==> src/rtl/cfbb_pkg.sv <==
`timescale 1ns / 1ps
`default_nettype none
// ----------------------------------------------------------------------------
// cfbb_pkg
// Shared widths, constants and controller/datapath types of the CAN frame
// bitstream builder.
// ----------------------------------------------------------------------------
package cfbb_pkg;

    localparam int ID_A_W     = 11;
    localparam int ID_B_W     = 18;
    localparam int DLC_W      = 4;
    localparam int DATA_W     = 64;
    localparam int MAX_BYTES  = 8;
    localparam int CRC_W      = 15;
    localparam int CHUNK_W    = 32;
    localparam int WIDX_W     = $clog2(CHUNK_W);
    localparam int CNT_W      = 6;
    localparam int POS_W      = 8;
    localparam int IDX_W      = 6;
    localparam int RUN_W      = 3;
    localparam int STUFF_RUN  = 5;
    localparam int EOF_BITS   = 7;
    localparam int IFS_BITS   = 3;

    localparam logic [CRC_W-1:0] CRC_POLY = 15'h4599;

    typedef enum logic [3:0] {
        SRC_ZERO,
        SRC_ONE,
        SRC_ID_A,
        SRC_ID_B,
        SRC_SRR,
        SRC_IDE,
        SRC_RTR,
        SRC_DLC,
        SRC_DATA,
        SRC_CRC
    } t_src;

    typedef struct packed {
        logic arb;
        logic ctl;
        logic dat;
        logic crc;
        logic eof;
    } t_tag;

    typedef struct packed {
        logic             load;
        logic             emit;
        t_src             src;
        logic [IDX_W-1:0] idx;
        logic             stuff_en;
        logic             crc_en;
        t_tag             tag;
        logic             fin;
    } t_cmd;

    typedef struct packed {
        logic             stuff_pend;
        logic             ide;
        logic             no_data;
        logic [IDX_W-1:0] data_stop;
    } t_sts;

endpackage
`default_nettype wire

==> src/rtl/can_frame_bitstream_builder.sv <==
`timescale 1ns / 1ps
`default_nettype none
// ----------------------------------------------------------------------------
// can_frame_bitstream_builder
// Builds the stuffed CAN 2.0 wire bitstream of one frame request and hands
// it out in 32-bit chunks with stuff-bit marks and field end indices.
//
//   channel   direction  handshake             payload
//   request   in         start (busy low)      i_base_id .. i_payload
//   chunk     out        o_strobe, 1 cycle     o_chunk_bits .. o_crc_value
//
// One wire bit is produced per cycle, stuff bits included: the field
// sequencer supplies the frame bits and the datapath inserts the stuff bits.
// The final chunk appears the cycle busy falls.
// Reset is synchronous and clears the sequencer and the stuffing state.
// Chunks cannot be held off: each is valid for the single strobe cycle.
// ----------------------------------------------------------------------------
module can_frame_bitstream_builder (
    input  wire logic                         i_clk,
    input  wire logic                         i_rst_n,
    input  wire logic                         start,
    output logic                              busy,
    input  wire logic [cfbb_pkg::ID_A_W-1:0]  i_base_id,
    input  wire logic [cfbb_pkg::ID_B_W-1:0]  i_extended_id,
    input  wire logic                         i_remote_request,
    input  wire logic                         i_extended_frame,
    input  wire logic [cfbb_pkg::DLC_W-1:0]   i_length_code,
    input  wire logic [cfbb_pkg::DATA_W-1:0]  i_payload,
    output logic                              o_strobe,
    output logic [cfbb_pkg::CHUNK_W-1:0]      o_chunk_bits,
    output logic [cfbb_pkg::CHUNK_W-1:0]      o_chunk_stuff_marks,
    output logic [cfbb_pkg::CNT_W-1:0]        o_chunk_count,
    output logic                              o_last_chunk,
    output logic [cfbb_pkg::POS_W-1:0]        o_total_bits,
    output logic [cfbb_pkg::POS_W-1:0]        o_arbitration_end,
    output logic [cfbb_pkg::POS_W-1:0]        o_control_end,
    output logic [cfbb_pkg::POS_W-1:0]        o_data_end,
    output logic [cfbb_pkg::POS_W-1:0]        o_crc_end,
    output logic [cfbb_pkg::POS_W-1:0]        o_eof_end,
    output logic [cfbb_pkg::CRC_W-1:0]        o_crc_value
);
    import cfbb_pkg::*;

    t_cmd w_cmd;
    t_sts w_sts;

    cfbb_ctrl u_ctrl (
        .i_clk   (i_clk),
        .i_rst_n (i_rst_n),
        .i_start (start),
        .i_sts   (w_sts),
        .o_cmd   (w_cmd),
        .o_busy  (busy)
    );

    cfbb_datapath u_datapath (
        .i_clk               (i_clk),
        .i_rst_n             (i_rst_n),
        .i_cmd               (w_cmd),
        .o_sts               (w_sts),
        .i_base_id           (i_base_id),
        .i_extended_id       (i_extended_id),
        .i_remote_request    (i_remote_request),
        .i_extended_frame    (i_extended_frame),
        .i_length_code       (i_length_code),
        .i_payload           (i_payload),
        .o_strobe            (o_strobe),
        .o_chunk_bits        (o_chunk_bits),
        .o_chunk_stuff_marks (o_chunk_stuff_marks),
        .o_chunk_count       (o_chunk_count),
        .o_last_chunk        (o_last_chunk),
        .o_total_bits        (o_total_bits),
        .o_arbitration_end   (o_arbitration_end),
        .o_control_end       (o_control_end),
        .o_data_end          (o_data_end),
        .o_crc_end           (o_crc_end),
        .o_eof_end           (o_eof_end),
        .o_crc_value         (o_crc_value)
    );

endmodule
`default_nettype wire

==> src/rtl/cfbb_ctrl.sv <==
`timescale 1ns / 1ps
`default_nettype none
// ----------------------------------------------------------------------------
// cfbb_ctrl
// Field sequencer: walks the frame one unstuffed bit per cycle and tells the
// datapath which bit to send, holding while a stuff bit goes out.
// ----------------------------------------------------------------------------
module cfbb_ctrl (
    input  wire logic           i_clk,
    input  wire logic           i_rst_n,
    input  wire logic           i_start,
    input  wire cfbb_pkg::t_sts i_sts,
    output cfbb_pkg::t_cmd      o_cmd,
    output logic                o_busy
);
    import cfbb_pkg::*;

    typedef enum logic [16:0] {
        ST_IDLE    = 17'h00001,
        ST_SOF     = 17'h00002,
        ST_ID_A    = 17'h00004,
        ST_SRR     = 17'h00008,
        ST_IDE     = 17'h00010,
        ST_ID_B    = 17'h00020,
        ST_RTR     = 17'h00040,
        ST_R1      = 17'h00080,
        ST_R0      = 17'h00100,
        ST_DLC     = 17'h00200,
        ST_DATA    = 17'h00400,
        ST_CRC     = 17'h00800,
        ST_CRC_DEL = 17'h01000,
        ST_ACK     = 17'h02000,
        ST_ACK_DEL = 17'h04000,
        ST_EOF     = 17'h08000,
        ST_IFS     = 17'h10000
    } t_state;

    t_state           r_state, n_state;
    logic [IDX_W-1:0] r_cnt, n_cnt;
    logic             w_adv;
    logic             w_cnt_zero;

    assign w_adv      = !i_sts.stuff_pend;
    assign w_cnt_zero = (r_cnt == '0);
    assign o_busy     = (r_state != ST_IDLE);

    always_comb begin
        n_state       = r_state;
        n_cnt         = r_cnt;
        o_cmd         = '0;
        o_cmd.src     = SRC_ZERO;
        o_cmd.idx     = r_cnt;
        o_cmd.emit    = (r_state != ST_IDLE) && w_adv;
        case (r_state)
            ST_IDLE: begin
                if (i_start) begin
                    o_cmd.load = 1'b1;
                    n_state    = ST_SOF;
                end
            end
            ST_SOF: begin
                o_cmd.src      = SRC_ZERO;
                o_cmd.stuff_en = 1'b1;
                o_cmd.crc_en   = 1'b1;
                if (w_adv) begin
                    n_state = ST_ID_A;
                    n_cnt   = IDX_W'(ID_A_W - 1);
                end
            end
            ST_ID_A: begin
                o_cmd.src      = SRC_ID_A;
                o_cmd.stuff_en = 1'b1;
                o_cmd.crc_en   = 1'b1;
                if (w_adv) begin
                    n_cnt = r_cnt - 1'b1;
                    if (w_cnt_zero) begin
                        n_state = ST_SRR;
                    end
                end
            end
            ST_SRR: begin
                o_cmd.src      = SRC_SRR;
                o_cmd.stuff_en = 1'b1;
                o_cmd.crc_en   = 1'b1;
                o_cmd.tag.arb  = 1'b1;
                if (w_adv) begin
                    n_state = ST_IDE;
                end
            end
            ST_IDE: begin
                o_cmd.src      = SRC_IDE;
                o_cmd.stuff_en = 1'b1;
                o_cmd.crc_en   = 1'b1;
                if (w_adv) begin
                    if (i_sts.ide) begin
                        n_state = ST_ID_B;
                        n_cnt   = IDX_W'(ID_B_W - 1);
                    end else begin
                        n_state = ST_R0;
                    end
                end
            end
            ST_ID_B: begin
                o_cmd.src      = SRC_ID_B;
                o_cmd.stuff_en = 1'b1;
                o_cmd.crc_en   = 1'b1;
                if (w_adv) begin
                    n_cnt = r_cnt - 1'b1;
                    if (w_cnt_zero) begin
                        n_state = ST_RTR;
                    end
                end
            end
            ST_RTR: begin
                o_cmd.src      = SRC_RTR;
                o_cmd.stuff_en = 1'b1;
                o_cmd.crc_en   = 1'b1;
                o_cmd.tag.arb  = 1'b1;
                if (w_adv) begin
                    n_state = ST_R1;
                end
            end
            ST_R1: begin
                o_cmd.src      = SRC_ZERO;
                o_cmd.stuff_en = 1'b1;
                o_cmd.crc_en   = 1'b1;
                if (w_adv) begin
                    n_state = ST_R0;
                end
            end
            ST_R0: begin
                o_cmd.src      = SRC_ZERO;
                o_cmd.stuff_en = 1'b1;
                o_cmd.crc_en   = 1'b1;
                if (w_adv) begin
                    n_state = ST_DLC;
                    n_cnt   = IDX_W'(DLC_W - 1);
                end
            end
            ST_DLC: begin
                o_cmd.src      = SRC_DLC;
                o_cmd.stuff_en = 1'b1;
                o_cmd.crc_en   = 1'b1;
                o_cmd.tag.ctl  = w_cnt_zero;
                o_cmd.tag.dat  = w_cnt_zero && i_sts.no_data;
                if (w_adv) begin
                    n_cnt = r_cnt - 1'b1;
                    if (w_cnt_zero) begin
                        if (i_sts.no_data) begin
                            n_state = ST_CRC;
                            n_cnt   = IDX_W'(CRC_W - 1);
                        end else begin
                            n_state = ST_DATA;
                            n_cnt   = IDX_W'(DATA_W - 1);
                        end
                    end
                end
            end
            ST_DATA: begin
                o_cmd.src      = SRC_DATA;
                o_cmd.stuff_en = 1'b1;
                o_cmd.crc_en   = 1'b1;
                o_cmd.tag.dat  = (r_cnt == i_sts.data_stop);
                if (w_adv) begin
                    n_cnt = r_cnt - 1'b1;
                    if (r_cnt == i_sts.data_stop) begin
                        n_state = ST_CRC;
                        n_cnt   = IDX_W'(CRC_W - 1);
                    end
                end
            end
            ST_CRC: begin
                o_cmd.src      = SRC_CRC;
                o_cmd.stuff_en = 1'b1;
                o_cmd.tag.crc  = w_cnt_zero;
                if (w_adv) begin
                    n_cnt = r_cnt - 1'b1;
                    if (w_cnt_zero) begin
                        n_state = ST_CRC_DEL;
                    end
                end
            end
            ST_CRC_DEL: begin
                o_cmd.src = SRC_ONE;
                if (w_adv) begin
                    n_state = ST_ACK;
                end
            end
            ST_ACK: begin
                o_cmd.src = SRC_ZERO;
                if (w_adv) begin
                    n_state = ST_ACK_DEL;
                end
            end
            ST_ACK_DEL: begin
                o_cmd.src = SRC_ONE;
                if (w_adv) begin
                    n_state = ST_EOF;
                    n_cnt   = IDX_W'(EOF_BITS - 1);
                end
            end
            ST_EOF: begin
                o_cmd.src     = SRC_ONE;
                o_cmd.tag.eof = w_cnt_zero;
                if (w_adv) begin
                    n_cnt = r_cnt - 1'b1;
                    if (w_cnt_zero) begin
                        n_state = ST_IFS;
                        n_cnt   = IDX_W'(IFS_BITS - 1);
                    end
                end
            end
            ST_IFS: begin
                o_cmd.src = SRC_ONE;
                o_cmd.fin = w_cnt_zero;
                if (w_adv) begin
                    n_cnt = r_cnt - 1'b1;
                    if (w_cnt_zero) begin
                        n_state = ST_IDLE;
                    end
                end
            end
            default: begin
                n_state = ST_IDLE;
            end
        endcase
    end

    always_ff @(posedge i_clk) begin
        if (!i_rst_n) begin
            r_state <= ST_IDLE;
            r_cnt   <= '0;
        end else begin
            r_state <= n_state;
            r_cnt   <= n_cnt;
        end
    end

`ifndef SYNTH
    a_stuff_after_crc_only: assert property (@(posedge i_clk) disable iff (!i_rst_n)
        (i_sts.stuff_pend && (r_state == ST_ACK)) |-> 1'b0)
        else $error("stuff bit pending past the CRC delimiter");
    a_fin_leaves: assert property (@(posedge i_clk) disable iff (!i_rst_n)
        (o_cmd.fin && o_cmd.emit) |=> (r_state == ST_IDLE))
        else $error("sequencer did not return to idle after the final bit");
    a_load_only_idle: assert property (@(posedge i_clk) disable iff (!i_rst_n)
        o_cmd.load |=> (r_state == ST_SOF))
        else $error("frame load did not start the SOF bit");
`endif

endmodule
`default_nettype wire

==> src/rtl/cfbb_datapath.sv <==
`timescale 1ns / 1ps
`default_nettype none
// ----------------------------------------------------------------------------
// cfbb_datapath
// Bit source, CRC-15, stuffing, field end capture and chunk assembly.
// ----------------------------------------------------------------------------
module cfbb_datapath (
    input  wire logic                         i_clk,
    input  wire logic                         i_rst_n,
    input  wire cfbb_pkg::t_cmd               i_cmd,
    output cfbb_pkg::t_sts                    o_sts,
    input  wire logic [cfbb_pkg::ID_A_W-1:0]  i_base_id,
    input  wire logic [cfbb_pkg::ID_B_W-1:0]  i_extended_id,
    input  wire logic                         i_remote_request,
    input  wire logic                         i_extended_frame,
    input  wire logic [cfbb_pkg::DLC_W-1:0]   i_length_code,
    input  wire logic [cfbb_pkg::DATA_W-1:0]  i_payload,
    output logic                              o_strobe,
    output logic [cfbb_pkg::CHUNK_W-1:0]      o_chunk_bits,
    output logic [cfbb_pkg::CHUNK_W-1:0]      o_chunk_stuff_marks,
    output logic [cfbb_pkg::CNT_W-1:0]        o_chunk_count,
    output logic                              o_last_chunk,
    output logic [cfbb_pkg::POS_W-1:0]        o_total_bits,
    output logic [cfbb_pkg::POS_W-1:0]        o_arbitration_end,
    output logic [cfbb_pkg::POS_W-1:0]        o_control_end,
    output logic [cfbb_pkg::POS_W-1:0]        o_data_end,
    output logic [cfbb_pkg::POS_W-1:0]        o_crc_end,
    output logic [cfbb_pkg::POS_W-1:0]        o_eof_end,
    output logic [cfbb_pkg::CRC_W-1:0]        o_crc_value
);
    import cfbb_pkg::*;

    logic [ID_A_W-1:0]  r_id_a;
    logic [ID_B_W-1:0]  r_id_b;
    logic               r_rtr;
    logic               r_ide;
    logic [DLC_W-1:0]   r_dlc;
    logic [DATA_W-1:0]  r_data;

    logic [CRC_W-1:0]   r_crc, n_crc;
    logic [RUN_W-1:0]   r_run, n_run;
    logic               r_last, n_last;
    logic               r_stuff_pend, n_stuff_pend;
    t_tag               r_prev_tag, n_prev_tag;
    logic [POS_W-1:0]   r_pos, n_pos;
    logic [CHUNK_W-1:0] r_chunk, n_chunk;
    logic [CHUNK_W-1:0] r_marks, n_marks;
    logic [CNT_W-1:0]   r_cnt, n_cnt;

    logic [POS_W-1:0]   r_arb_end, r_ctl_end, r_dat_end, r_crc_end, r_eof_end;

    logic               r_strobe, n_strobe;
    logic [CHUNK_W-1:0] r_o_bits, r_o_marks;
    logic [CNT_W-1:0]   r_o_count;
    logic               r_o_last;
    logic [POS_W-1:0]   r_o_total, r_o_arb, r_o_ctl, r_o_dat, r_o_crc_end, r_o_eof;
    logic [CRC_W-1:0]   r_o_crc;

    logic [3:0]                 w_nbytes;
    logic                       w_src_bit;
    logic                       w_emit, w_bit, w_mark, w_fin;
    t_tag                       w_tag;
    logic [WIDX_W-1:0]          w_wr_idx;
    logic [CNT_W-1:0]           w_cnt_inc;
    logic                       w_flush;
    logic [CHUNK_W-1:0]         w_fill_bits, w_fill_marks;

    assign w_nbytes = r_rtr ? 4'd0 :
                      ((r_dlc >= DLC_W'(MAX_BYTES)) ? 4'(MAX_BYTES) : r_dlc);

    assign o_sts.stuff_pend = r_stuff_pend;
    assign o_sts.ide        = r_ide;
    assign o_sts.no_data    = (w_nbytes == 4'd0);
    assign o_sts.data_stop  = {3'(4'(MAX_BYTES) - w_nbytes), 3'b000};

    always_comb begin
        case (i_cmd.src)
            SRC_ZERO: w_src_bit = 1'b0;
            SRC_ONE:  w_src_bit = 1'b1;
            SRC_ID_A: w_src_bit = r_id_a[i_cmd.idx[3:0]];
            SRC_ID_B: w_src_bit = r_id_b[i_cmd.idx[4:0]];
            SRC_SRR:  w_src_bit = r_rtr | r_ide;
            SRC_IDE:  w_src_bit = r_ide;
            SRC_RTR:  w_src_bit = r_rtr;
            SRC_DLC:  w_src_bit = r_dlc[i_cmd.idx[1:0]];
            SRC_DATA: w_src_bit = r_data[i_cmd.idx[5:0]];
            SRC_CRC:  w_src_bit = r_crc[i_cmd.idx[3:0]];
            default:  w_src_bit = 1'b0;
        endcase
    end

    always_comb begin
        if (r_stuff_pend) begin
            w_emit = 1'b1;
            w_bit  = ~r_last;
            w_mark = 1'b1;
            w_tag  = r_prev_tag;
            w_fin  = 1'b0;
        end else begin
            w_emit = i_cmd.emit;
            w_bit  = w_src_bit;
            w_mark = 1'b0;
            w_tag  = i_cmd.tag;
            w_fin  = i_cmd.fin;
        end
    end

    assign w_wr_idx  = WIDX_W'(CHUNK_W - 1) - r_cnt[WIDX_W-1:0];
    assign w_cnt_inc = r_cnt + 1'b1;
    assign w_flush   = w_emit && ((w_cnt_inc == CNT_W'(CHUNK_W)) || w_fin);

    always_comb begin
        w_fill_bits            = r_chunk;
        w_fill_marks           = r_marks;
        w_fill_bits[w_wr_idx]  = w_bit;
        w_fill_marks[w_wr_idx] = w_mark;
    end

    always_comb begin
        n_crc        = r_crc;
        n_run        = r_run;
        n_last       = r_last;
        n_stuff_pend = r_stuff_pend;
        n_prev_tag   = r_prev_tag;
        n_pos        = r_pos;
        n_chunk      = r_chunk;
        n_marks      = r_marks;
        n_cnt        = r_cnt;
        n_strobe     = 1'b0;
        if (i_cmd.load) begin
            n_crc        = '0;
            n_run        = '0;
            n_last       = 1'b0;
            n_stuff_pend = 1'b0;
            n_prev_tag   = '0;
            n_pos        = '0;
            n_chunk      = '0;
            n_marks      = '0;
            n_cnt        = '0;
        end else if (w_emit) begin
            n_chunk = w_fill_bits;
            n_marks = w_fill_marks;
            n_pos   = r_pos + 1'b1;
            n_cnt   = w_cnt_inc;
            if (r_stuff_pend) begin
                n_stuff_pend = 1'b0;
                n_run        = RUN_W'(1);
                n_last       = w_bit;
            end else begin
                n_prev_tag = i_cmd.tag;
                n_last     = w_bit;
                if (w_bit == r_last) begin
                    n_run = (r_run == '1) ? r_run : r_run + 1'b1;
                end else begin
                    n_run = RUN_W'(1);
                end
                n_stuff_pend = i_cmd.stuff_en && (n_run == RUN_W'(STUFF_RUN));
                if (i_cmd.crc_en) begin
                    n_crc = {r_crc[CRC_W-2:0], 1'b0} ^
                            ((w_bit ^ r_crc[CRC_W-1]) ? CRC_POLY : '0);
                end
            end
            if (w_flush) begin
                n_strobe = 1'b1;
                n_chunk  = '0;
                n_marks  = '0;
                n_cnt    = '0;
            end
        end
    end

    always_ff @(posedge i_clk) begin
        if (!i_rst_n) begin
            r_stuff_pend <= 1'b0;
            r_strobe     <= 1'b0;
            r_crc        <= '0;
            r_run        <= '0;
            r_last       <= 1'b0;
            r_prev_tag   <= '0;
            r_pos        <= '0;
            r_chunk      <= '0;
            r_marks      <= '0;
            r_cnt        <= '0;
        end else begin
            r_stuff_pend <= n_stuff_pend;
            r_strobe     <= n_strobe;
            r_crc        <= n_crc;
            r_run        <= n_run;
            r_last       <= n_last;
            r_prev_tag   <= n_prev_tag;
            r_pos        <= n_pos;
            r_chunk      <= n_chunk;
            r_marks      <= n_marks;
            r_cnt        <= n_cnt;
        end
    end

    always_ff @(posedge i_clk) begin
        if (i_cmd.load) begin
            r_id_a <= i_base_id;
            r_id_b <= i_extended_id;
            r_rtr  <= i_remote_request;
            r_ide  <= i_extended_frame;
            r_dlc  <= i_length_code;
            r_data <= i_payload;
        end
        if (w_emit && !i_cmd.load) begin
            if (w_tag.arb) r_arb_end <= r_pos;
            if (w_tag.ctl) r_ctl_end <= r_pos;
            if (w_tag.dat) r_dat_end <= r_pos;
            if (w_tag.crc) r_crc_end <= r_pos;
            if (w_tag.eof) r_eof_end <= r_pos;
        end
        if (w_flush && !i_cmd.load) begin
            r_o_bits    <= w_fill_bits;
            r_o_marks   <= w_fill_marks;
            r_o_count   <= w_cnt_inc;
            r_o_last    <= w_fin;
            r_o_total   <= w_fin ? r_pos + 1'b1 : '0;
            r_o_arb     <= w_fin ? r_arb_end : '0;
            r_o_ctl     <= w_fin ? r_ctl_end : '0;
            r_o_dat     <= w_fin ? r_dat_end : '0;
            r_o_crc_end <= w_fin ? r_crc_end : '0;
            r_o_eof     <= w_fin ? r_eof_end : '0;
            r_o_crc     <= w_fin ? r_crc : '0;
        end
    end

    assign o_strobe            = r_strobe;
    assign o_chunk_bits        = r_o_bits;
    assign o_chunk_stuff_marks = r_o_marks;
    assign o_chunk_count       = r_o_count;
    assign o_last_chunk        = r_o_last;
    assign o_total_bits        = r_o_total;
    assign o_arbitration_end   = r_o_arb;
    assign o_control_end       = r_o_ctl;
    assign o_data_end          = r_o_dat;
    assign o_crc_end           = r_o_crc_end;
    assign o_eof_end           = r_o_eof;
    assign o_crc_value         = r_o_crc;

`ifndef SYNTH
    a_single_stuff: assert property (@(posedge i_clk) disable iff (!i_rst_n)
        r_stuff_pend |=> !r_stuff_pend)
        else $error("two stuff bits in a row");
    a_full_chunks: assert property (@(posedge i_clk) disable iff (!i_rst_n)
        (o_strobe && !o_last_chunk) |-> (o_chunk_count == CNT_W'(CHUNK_W)))
        else $error("non-final chunk is not full");
    a_ifs_tail: assert property (@(posedge i_clk) disable iff (!i_rst_n)
        (o_strobe && o_last_chunk) |-> (o_total_bits == o_eof_end + POS_W'(IFS_BITS + 1)))
        else $error("frame total does not match EOF end plus IFS");
    a_crc_to_eof: assert property (@(posedge i_clk) disable iff (!i_rst_n)
        (o_strobe && o_last_chunk) |-> (o_eof_end == o_crc_end + POS_W'(EOF_BITS + 3)))
        else $error("EOF end does not follow CRC end by delimiters, ACK and EOF");
`endif

endmodule
`default_nettype wire
==> config.mk <==
export PLATFORM = sky130hd
export DESIGN_NAME = can_frame_bitstream_builder
export DESIGN_NICKNAME = d
export VERILOG_FILES = /design/src/rtl/cfbb_pkg.sv /design/src/rtl/can_frame_bitstream_builder.sv /design/src/rtl/cfbb_ctrl.sv /design/src/rtl/cfbb_datapath.sv
export SDC_FILE = /design/constraint.sdc
export NUM_CORES = 1
export LEC_CHECK = 0
export BUFFER_PORTS_ARGS = -buffer_cell sky130_fd_sc_hd__buf_2
export CAP_MARGIN = 0
export CORE_UTILIZATION = 57
export DETAILED_ROUTE_END_ITERATION = 7
export PLACE_DENSITY_LB_ADDON = 0.1
export SYNTH_ARGS = -nofsm -noshare
export SYNTH_HDL_FRONTEND = slang
export SYNTH_SLANG_ARGS = --single-unit
==> constraint.sdc <==
create_clock -name i_clk -period 7.35 [get_ports i_clk]
set_input_delay 1.47 -clock i_clk [delete_from_list [all_inputs] [get_ports i_clk]]
set_output_delay 1.47 -clock i_clk [all_outputs]
set_load 0.01 [all_outputs]
# [After elaboration in Yosys (flattened, before gate mapping)]
# Index checks and enable logic that the tools add are counted.
# W data, S select, Z words.
[totals] regBits=400 latch_bits=0 ramBits=0 mem_bits_ro=0 out_inout_bits=136 elab_cells=230 n_memories=0
[op_classes] add_sub_neg=6 multipliers=0 div_mod_pow=0 order_cmp=7 n_eq_ne=58 shifts=0 mux=86 bitwise_logic=7 n_reduce_logical=28
[ops] op="$mux W17" count=24
[ops] op="$pmux W17 S17" count=1
[ops] op="$mux W6" count=14
[ops] op="$bwmux W32" count=2
[ops] op="$mux W32" count=2
[ops] op="$pmux W6 S8" count=1
[ops] op="$ne A2 B2 Y1 const B" count=18
[ops] op="$pmux W4 S9" count=1
[ops] op="$reduce_and A24 Y1" count=1
[ops] op="$mux W1" count=21
[ops] op="$mux W3" count=6
[ops] op="$eq A17 B1 Y1 const B" count=1
[ops] op="$eq A17 B10 Y1 const B" count=1
[ops] op="$eq A17 B11 Y1 const B" count=1
[ops] op="$eq A17 B12 Y1 const B" count=1
[ops] op="$eq A17 B13 Y1 const B" count=1
[ops] op="$eq A17 B14 Y1 const B" count=1
[ops] op="$eq A17 B15 Y1 const B" count=1
[ops] op="$eq A17 B16 Y1 const B" count=1
[ops] op="$eq A17 B17 Y1 const B" count=1
[ops] op="$eq A17 B2 Y1 const B" count=1
[ops] op="$eq A17 B3 Y1 const B" count=1
[ops] op="$eq A17 B4 Y1 const B" count=1
[ops] op="$eq A17 B5 Y1 const B" count=1
[ops] op="other kinds (56)" count=88

# [Logic depth before layout (Yosys ltp)]
# Gate-level depths: netlist of run 1.
[depth] ltp_word=14 depth_mapped=15

# [Modules after synthesis]
# A second synthesis of run 1 with hierarchy kept.
[unflattened] cells_unflattened=1426 hier_area_um2=17483.0
[modules_own_cells] mod="cfbb_datapath" instances=1 cells_each=1144 area_each_um2=15442.3 seq_area_each_um2=10279.9
[modules_own_cells] mod="cfbb_ctrl" instances=1 cells_each=282 area_each_um2=2040.7 seq_area_each_um2=460.4

# [Worst setup path before layout of run 1]
# Ideal clock, no wire load.
[synth_timing] path_type="register -> register" from="register u_ctrl.r_cnt[0]" to="register u_datapath.r_o_arb[0] (netlist: u_datapath.o_arbitration_end[0]) (enable)" t_arrival_ns=5.080 required_ns=6.839 slack_ns=1.759 stages_incl_launch_ff=11 n_path_buf=2 period_less_slack_ns=5.591 path_cell_list="dfxtp_1 -> buf_2 -> buf_2 -> inv_1 -> ha_1 -> nand2b_1 -> or4_1 -> nor2_1 -> nand2_1 -> nand2_1 -> and3_1"
[synth_between] elab_chain_len=6
[synth_rtl] element="start, declared" line="cfbb_ctrl.sv:39" text="logic [IDX_W-1:0] r_cnt, n_cnt;"
[synth_rtl] element="start signal, assigned" line="cfbb_ctrl.sv:235" text="r_cnt <= n_cnt;"
[synth_rtl] element="$logic_not A6 Y1" line="cfbb_ctrl.sv:44" text="assign w_cnt_zero = (r_cnt == '0);"
[synth_rtl] element="$mux W1" line="cfbb_ctrl.sv:54" text="case (r_state)"
[synth_rtl] element="$mux W1" line="cfbb_datapath.sv:93" text="if (r_stuff_pend) begin"
[synth_rtl] element="$logic_or A1 B1 Y1" line="cfbb_datapath.sv:110" text="assign w_flush = w_emit && ((w_cnt_inc == CNT_W'(CHUNK_W)) || w_fin);"
[synth_rtl] element="$logic_and A1 B1 Y1" line="cfbb_datapath.sv:110"
[synth_rtl] element="$logic_and A1 B1 Y1" line="cfbb_datapath.sv:214" text="if (w_flush && !i_cmd.load) begin"
[synth_rtl] element="end signal, assigned" line="cfbb_datapath.sv:220" text="r_o_arb <= w_fin ? r_arb_end : '0;"
[synth_rtl] element="end, declared" line="cfbb_datapath.sv:56" text="logic [POS_W-1:0] r_o_total, r_o_arb, r_o_ctl, r_o_dat, r_o_crc_end, r_o_eof;"
# Every way passes these cells.
# A chain may end at the register's enable or synchronous reset.

# [Worst setup path in the final report of run 1]
[layout_timing] from="register u_ctrl.r_cnt[1]" to="register u_datapath.r_chunk[27]"
[layout_between] elab_chain_len=6 word_cells_on_any_way=19 cone_classes="16 x mux; 3 x reduce/logical"
[layout_rtl] element="$bmux W1 S6 (tied with other cells)" line="cfbb_datapath.sv:86" text="SRC_DATA: w_src_bit = r_data[i_cmd.idx[5:0]];"
[layout_rtl] element="$mux W1 (not written as such) (tied with other cells)" line="cfbb_datapath.sv:86"
[layout_rtl] element="$pmux W1 S9 or $mux W1 (tied branches)" line="cfbb_datapath.sv:77, cfbb_datapath.sv:93"
[layout_rtl] element="$mux W1 or $logic_or A1 B1 Y1 (tied branches)" line="cfbb_datapath.sv:93, cfbb_datapath.sv:110"
[layout_rtl] element="$bwmux W32 or $logic_and A1 B1 Y1 (tied branches)" line="cfbb_datapath.sv:115, cfbb_datapath.sv:110"
[layout_rtl] element="$mux W32 *" line="cfbb_datapath.sv:163" text="if (w_flush) begin"
[layout_rtl] element="end signal, assigned" line="cfbb_datapath.sv:192" text="r_chunk <= n_chunk;"
[layout_rtl] element="end, declared" line="cfbb_datapath.sv:46" text="logic [CHUNK_W-1:0] r_chunk, n_chunk;"
# Mark *: on every way between the ends. The rest lies on a longest branch, timed or not. The select of a mux whose other input is x is not followed.

==> results of run 1 <==
## area by class of cell
class	instances	area (um2)	area share, %
flip-flops and latches	400	10700	55.0
well taps	384	480	2.46
clock inverters	19	231	1.18
clock buffers	54	1120	5.75
repair buffers	252	1300	6.64
inverters	14	55.1	0.282
multi-input cells	839	5610	28.7
## power by group
| part | leakage [nW] | internal (W) | switching, W |
|---|---|---|---|
| combinational | 3.02 | 0.000101 | 0.000209 |
| sequential | 3.38 | 0.00246 | 0.0000333 |
| clock | 0.668 | 0.00125 | 0.000831 |
| total | 7.07 | 0.00382 | 0.00107 |
## metrics by stage
stage,utilization (%),std cells,worst slack (ns)
floorplan,-,1343,1.76
global placement,63.0,1889,2.75
detailed placement,63.0,1889,2.52
CTS,67.7,1962,2.47
global route,67.7,1962,1.97
finish,67.7,1962,2.47
## flip-flops by register name, indices dropped and copies added, names as in the netlist, 11 cells and up
name	cells
u_ctrl.r_state	17
u_datapath.r_id_b	18
u_datapath.r_marks	32
u_datapath.r_id_a	11
u_datapath.r_data	64
u_datapath.o_chunk_stuff_marks	32
u_datapath.o_chunk_bits	32
u_datapath.r_chunk	32
u_datapath.o_crc_value	15
u_datapath.r_crc	15
## critical path, stage by stage (launching register included)
cell	delay (ns)
dfxtp_2	1.00
inv_1	0.21
ha_1	0.26
nand2b_1	0.13
or4_1	0.21
nor2_2	0.04
buf_4	0.27
nand2_1	0.37
nand2_1	0.17
nor2_2	0.11
buf_4	0.46
nand2_1	0.57
nor2_2	0.72
a22o_1	0.27
## cell families after synthesis
| family | Yosys count | synth area share (%) |
|---|---|---|
| multiplexers | 97 | 7.54 |
| XOR/XNOR | 37 | 1.93 |
| AO/OA/AOI/OAI | 241 | 9.21 |
| AND/OR/NAND/NOR | 455 | 13.9 |
| flip-flops | 400 | 64.0 |
| buffers and inverters | 104 | 2.67 |
| adder cells (fa/ha/maj) | 9 | 0.672 |
## worst max path at each step
stage	start	to	slack, ns	cells after the start
after floorplan	u_ctrl.r_cnt[0]$_SDFFE_PN0P_	u_datapath.o_arbitration_end[0]$_SDFFCE_PN0P_	1.76	10
after global placement	u_ctrl.r_cnt[1]$_SDFFE_PN0P_	u_datapath.r_chunk[13]$_SDFFE_PP0P_	2.75	13
after detailed placement	u_ctrl.r_cnt[1]$_SDFFE_PN0P_	u_datapath.r_chunk[30]$_SDFFE_PP0P_	2.52	13
after CTS	u_ctrl.r_cnt[1]$_SDFFE_PN0P_	u_datapath.r_chunk[27]$_SDFFE_PP0P_	2.47	13
after global routing	u_ctrl.r_cnt[1]$_SDFFE_PN0P_	u_datapath.r_chunk[28]$_SDFFE_PP0P_	1.97	13
final	u_ctrl.r_cnt[1]$_SDFFE_PN0P_	u_datapath.r_chunk[27]$_SDFFE_PP0P_	2.47	13
## layer usage
metal  vias up  GRT usage, %
li1       5413             -
met1      5424          34.4
met2       424          37.7
met3        61          4.23
met4         0          7.34
met5         -             0
## Yosys cell counts (6+ instances only)
library cell,instances
mux2_2,34
xor2_1,10
nand3_1,43
or3_1,8
and2_1,9
xnor2_1,27
inv_1,13
nand3b_1,8
buf_2,16
ha_1,9
and3_1,76
dfxtp_1,127
nand2_1,77
clkbuf_1,65
nor2_1,140
a21oi_1,52
mux4_2,20
a31oi_1,8
nor4_1,13
nand4_1,10
nor2b_1,9
nor3_1,13
mux2i_1,43
o21ai_0,81
or4_1,6
a22oi_1,38
a22o_1,16
nand2b_1,14
o21ai_2,10
edfxtp_1,273
==> Implementation_results.wiki, run 1 <==
{| class="wikitable"
! Metric !! Value
|-
| Result of the run || completed
|-
| Clock skew after layout || 0.0130 ns
|-
| Average footprint of a synthesized cell || 12.5 um2
|-
| CORE AREA || 0.0289 mm2
|-
| Routability Congestion || 0.883
|-
| Remaining routing DRC violations || 0
|-
| Distinct cells, synth || 75
|-
| Final period utilization || 66.4%
|-
| Ranking of synthesized cells by area || edfxtp_1, dfxtp_1, nor2_1
|-
| RSZ-0062 raised after global routing || false
|-
| Critical-path maximum fanout || 59
|-
| Fin Setup TNS || 0 ns
|-
| Transition time at the pin with the least slew margin || 1.19 ns
|-
| Startpoint of the worst-slack reg-to-reg timing path || u_ctrl.r_cnt[1]$_SDFFE_PN0P_
|-
| Number of detailed-routing iterations run before antenna repair || 5
|-
| Final routed wirelength across all metal layers || 36300 um
|-
| Inserted Clock Buffers || 41
|-
| Fill cell count || 2216
|-
| Start point of the worst hold path || u_datapath.r_prev_tag[1]$_SDFFE_PP0P_
|-
| Register clock-pin slew on the reported worst setup and hold paths || 0.06 ns
|-
| Clock tree from TritonCTS || built
|-
| Antenna Cells || 0
|-
| Nets || 1659
|-
| Final hold violations || 0
|-
| Bufs on Longest Clock Path || 3
|-
| Synth Net Count || 1454
|-
| Signal arrival time at the worst endpoint || 5.34 ns
|-
| Number of port buffers || 237
|-
| Endpoint with the worst hold slack || u_datapath.r_prev_tag[1]$_SDFFE_PP0P_
|-
| Highest Signal Layer || met4
|-
| Overflow left after global routing || 0
|-
| Number of synthesized flops with an enable pin || 273
|-
| Crit start category || flop
|-
| Routed wirelength normalized by instance count || 18.5 um
|-
| Number of DRC violations after detailed-routing iteration 0 || 870
|-
| Post-detailed-route count of antenna-violating nets || 0
|-
| Setup violations, final || 0
|-
| Post-synthesis async set-or-reset flop share || 0%
|-
| Power density relative to cell area || 250 mW/mm2
|-
| Placed inst area || 0.0182 mm2
|-
| Area share of the leading cell type in the synthesized netlist || 48.9%
|-
| Reg-to-reg critical path endpoint || u_datapath.r_chunk[27]$_SDFFE_PP0P_
|-
| Global-route total usage across every layer || 24.0%
|-
| Number of global-route vias before repair || 10600
|-
| CTS Sinks || 400
|-
| Type of destination of the critical path || flop
|-
| Post-layout instance area || 0.0195 mm2
|-
| Critical setup path kind || flop to flop
|-
| FMAX || 205 MHz
|-
| Clock insertion delay at the later pin of the skew report || 0.52 ns
|-
| Commonest cells after routing, fill and taps aside || edfxtp_1, buf_2, nor2_1
|-
| Number of vias in the routed layout || 11300
|-
| FF+latch count, synth || 400
|-
| Area grow syn2layout || 16.6%
|-
| WL met3 || 2310 um
|-
| Worst Hold Depth || 2
|-
| Hold buffers post-CTS || 0
|-
| R2r setup slk || 2.47 ns
|-
| Maximum resistive drop on vdd || 0.200 mV
|-
| Maximum number of pins on one net before global-route repair || 99
|-
| Hold WC Path Type || flop to flop
|-
| Initial antenna violation count || 0
|-
| Total power draw || 0.00489 W
|-
| Initial Util || 58.1%
|-
| Standby leakage power || 7.07 nW
|-
| Via-to-Cell Ratio || 5.77
|-
| Die Outline Area || 0.0301 mm2
|-
| Required time of the worst setup path || 7.81 ns
|-
| Tmin final || 4.88 ns
|-
| Die span in y || 174 um
|-
| Max-slew violation total from the final report || 0
|-
| Gate count of the mapped netlist || 1343
|-
| Share of final-layout standard cells stronger than drive strength 1 || 26.0%
|-
| Post-cts gate resize count || 0
|-
| Syn. warnings || 0
|-
| Number of post-CTS setup repair buffers || 0
|-
| Most frequent standard cell in the layout excluding fill and tap cells || edfxtp_1
|-
| Die Width || 174 um
|-
| Fraction of the yosys area taken by sequential cells || 64.0%
|-
| Max-capacitance violation count || 0
|-
| Top-level port count || 238
|-
| Min Hold Slack || 0.456 ns
|-
| Met2 wire length || 16600 um
|-
| Most instantiated flip-flop cell in the synthesis netlist || edfxtp_1
|-
| First-pass GRT wire length || 57100 um
|-
| Routed metal-1 wire length || 16500 um
|-
| Dominant cell type by area after synthesis || edfxtp_1
|-
| Number of placement rows || 62
|-
| CTS Root Cell || clkbuf_16
|-
| Worst slew margin relative to its limit || 20.7%
|-
| Worst Reg-to-Reg Cells || 13
|-
| Cell area after synthesis || 0.0168 mm2
|-
| Post-detail-place hpwl || 23700 um
|-
| Number of levels the H-tree was split into || 2
|}
Power figures use the tool's default switching activity.
==> run 2, diff against run 1 <==
==> constraint.sdc (replaced) <==
create_clock -name i_clk -period 5.1 [get_ports i_clk]
set_input_delay 1.02 -clock i_clk [delete_from_list [all_inputs] [get_ports i_clk]]
set_output_delay 1.02 -clock i_clk [all_outputs]
set_load 0.01 [all_outputs]
==> Implementation_results.wiki, run 2 (synthesis results as in run 1) <==
{| class="wikitable"
! Metric !! Value
|-
| Die Width || 174 um
|-
| Flip-flop count of the largest register after layout || 64
|-
| Number of placement rows || 62
|-
| CTS Sinks || 400
|-
| Post-layout instance area || 0.0195 mm2
|-
| Area grow syn2layout || 16.1%
|-
| CP peak stage delay || 1.01 ns
|-
| Hold buffers post-CTS || 0
|-
| Register clock-pin slew on the reported worst setup and hold paths || 0.06 ns
|-
| Clock insertion delay at the later pin of the skew report || 0.52 ns
|-
| Critical setup path kind || flop to flop
|-
| Standby leakage power || 7.11 nW
|-
| Nets || 1662
|-
| Hold WC Path Type || flop to flop
|-
| Placed inst area || 0.0182 mm2
|-
| Commonest cells after routing, fill and taps aside || edfxtp_1, buf_2, nor2_1
|-
| Share of final-layout standard cells stronger than drive strength 1 || 25.8%
|-
| RSZ-0062 raised after global routing || false
|-
| Crit path cell chain || mux4_2 -> nor2_1 -> o31a_1 -> o311ai_0 -> o31ai_2 -> a41oi_4 -> a21oi_4 -> buf_4 -> nor2_2 -> a22o_1
|-
| Initial Util || 58.1%
|-
| Number of vias in the routed layout || 11300
|-
| Max-capacitance violation count || 0
|-
| Inserted Clock Buffers || 40
|-
| Fin Setup TNS || 0 ns
|-
| Top-level port count || 238
|-
| Initial antenna violation count || 0
|-
| Max stage delay cell, worst path || dfxtp_2
|-
| Die span in y || 174 um
|-
| Post-cts gate resize count || 0
|-
| Number of DRC violations after detailed-routing iteration 0 || 861
|-
| Maximum resistive drop on vdd || 0.267 mV
|-
| Number of port buffers || 237
|-
| Min Hold Slack || 0.458 ns
|-
| Final hold violations || 0
|-
| Overflow left after global routing || 0
|-
| Number of post-CTS setup repair buffers || 0
|-
| Clock skew after layout || 0.0157 ns
|-
| Global-route total usage across every layer || 24.2%
|-
| Antenna Cells || 0
|-
| Signal arrival time at the worst endpoint || 4.60 ns
|-
| Tmin final || 4.14 ns
|-
| Setup violations, final || 0
|-
| CTS Root Cell || clkbuf_16
|-
| Required time of the worst setup path || 5.56 ns
|-
| Most frequent standard cell in the layout excluding fill and tap cells || edfxtp_1
|-
| Remaining routing DRC violations || 0
|-
| Post-detail-place hpwl || 24300 um
|-
| Post-detailed-route count of antenna-violating nets || 0
|-
| Power density relative to cell area || 351 mW/mm2
|-
| Final routed wirelength across all metal layers || 36400 um
|-
| Number of levels the H-tree was split into || 2
|-
| CORE AREA || 0.0289 mm2
|-
| Layout Utilization || 67.5%
|-
| Maximum number of pins on one net before global-route repair || 101
|-
| Final period utilization || 81.2%
|-
| First-pass GRT wire length || 57800 um
|-
| Number of global-route vias before repair || 10700
|-
| Result of the run || completed
|-
| Type of destination of the critical path || flop
|-
| Worst slew margin relative to its limit || 18.0%
|-
| Routability Congestion || 0.942
|-
| Critical-path maximum fanout || 39
|-
| FMAX || 242 MHz
|-
| Reg with most FFs || u_datapath.r_data
|-
| Routed wirelength normalized by instance count || 18.5 um
|-
| Clock tree from TritonCTS || built
|-
| Die Outline Area || 0.0301 mm2
|-
| Max-slew violation total from the final report || 0
|-
| Via-to-Cell Ratio || 5.75
|-
| Transition time at the pin with the least slew margin || 1.23 ns
|-
| Crit start category || flop
|-
| Bufs on Longest Clock Path || 3
|-
| Number of detailed-routing iterations run before antenna repair || 5
|}
run 2: changes by cell type in the layout (fill, tap and decap cells not counted), sizes merged:
cell / delta
clkinvlp: +3
clkinv: +4
clkbuf: -6
buf: +4
bufinv: -3
inv: +1
run 2: metrics by stage:
step                total power, W  setup WS [ns]  instances
finish                     0.00683          0.961       1965
CTS                        0.00686           1.04       1965
global route               0.00704          0.626       1965
detailed placement         0.00412           1.06       1893
global placement           0.00411           1.13       1893
floorplan                  0.00395           1.01       1343
run 2: metal layers:
layer	share of wire (%)	vias up	GRT usage, %
li1	-	5412	-
met3	6.0	65	3.55
met5	0	-	0
met4	2.2	0	6.64
met2	47	441	39.6
met1	45	5390	33.9
run 2: path summary, 6_finish.rpt:
path,slack (ns),from,cells past startpoint,to
hold / removal,0.46,u_datapath.r_prev_tag[2]$_SDFFE_PP0P_,2,u_datapath.r_prev_tag[2]$_SDFFE_PP0P_
hold reg to reg,0.46,u_datapath.r_prev_tag[2]$_SDFFE_PP0P_,2,u_datapath.r_prev_tag[2]$_SDFFE_PP0P_
setup reg to reg,0.96,u_ctrl.r_cnt[1]$_SDFFE_PN0P_,10,u_datapath.r_chunk[28]$_SDFFE_PP0P_
setup / recovery,0.96,u_ctrl.r_cnt[1]$_SDFFE_PN0P_,10,u_datapath.r_chunk[28]$_SDFFE_PP0P_
run 2: final cells by class:
type	count	area, um2
Inverter	14	56.3
Tap cell	384	480
Timing Repair Buffer	256	1340
Fill cell	2207	9390
Multi-Input combinational cell	839	5610
Sequential cell	400	10700
Clock buffer	48	1050
Clock inverter	24	178
run 2: critical path: cells and delay by family (launching register included):
family,cells,cell delay [ns]
AO/OA/AOI/OAI,6,1.81
flip-flops,1,1.01
AND/OR/NAND/NOR,2,0.66
multiplexers,1,0.37
buffers and inverters,1,0.23
run 2: power by group:
| group | switching, W | internal [W] |
|---|---|---|
| Clock | 0.00119 | 0.00158 |
| Combinational | 0.000309 | 0.000148 |
| Sequential | 0.0000473 | 0.00355 |
| Total | 0.00155 | 0.00528 |
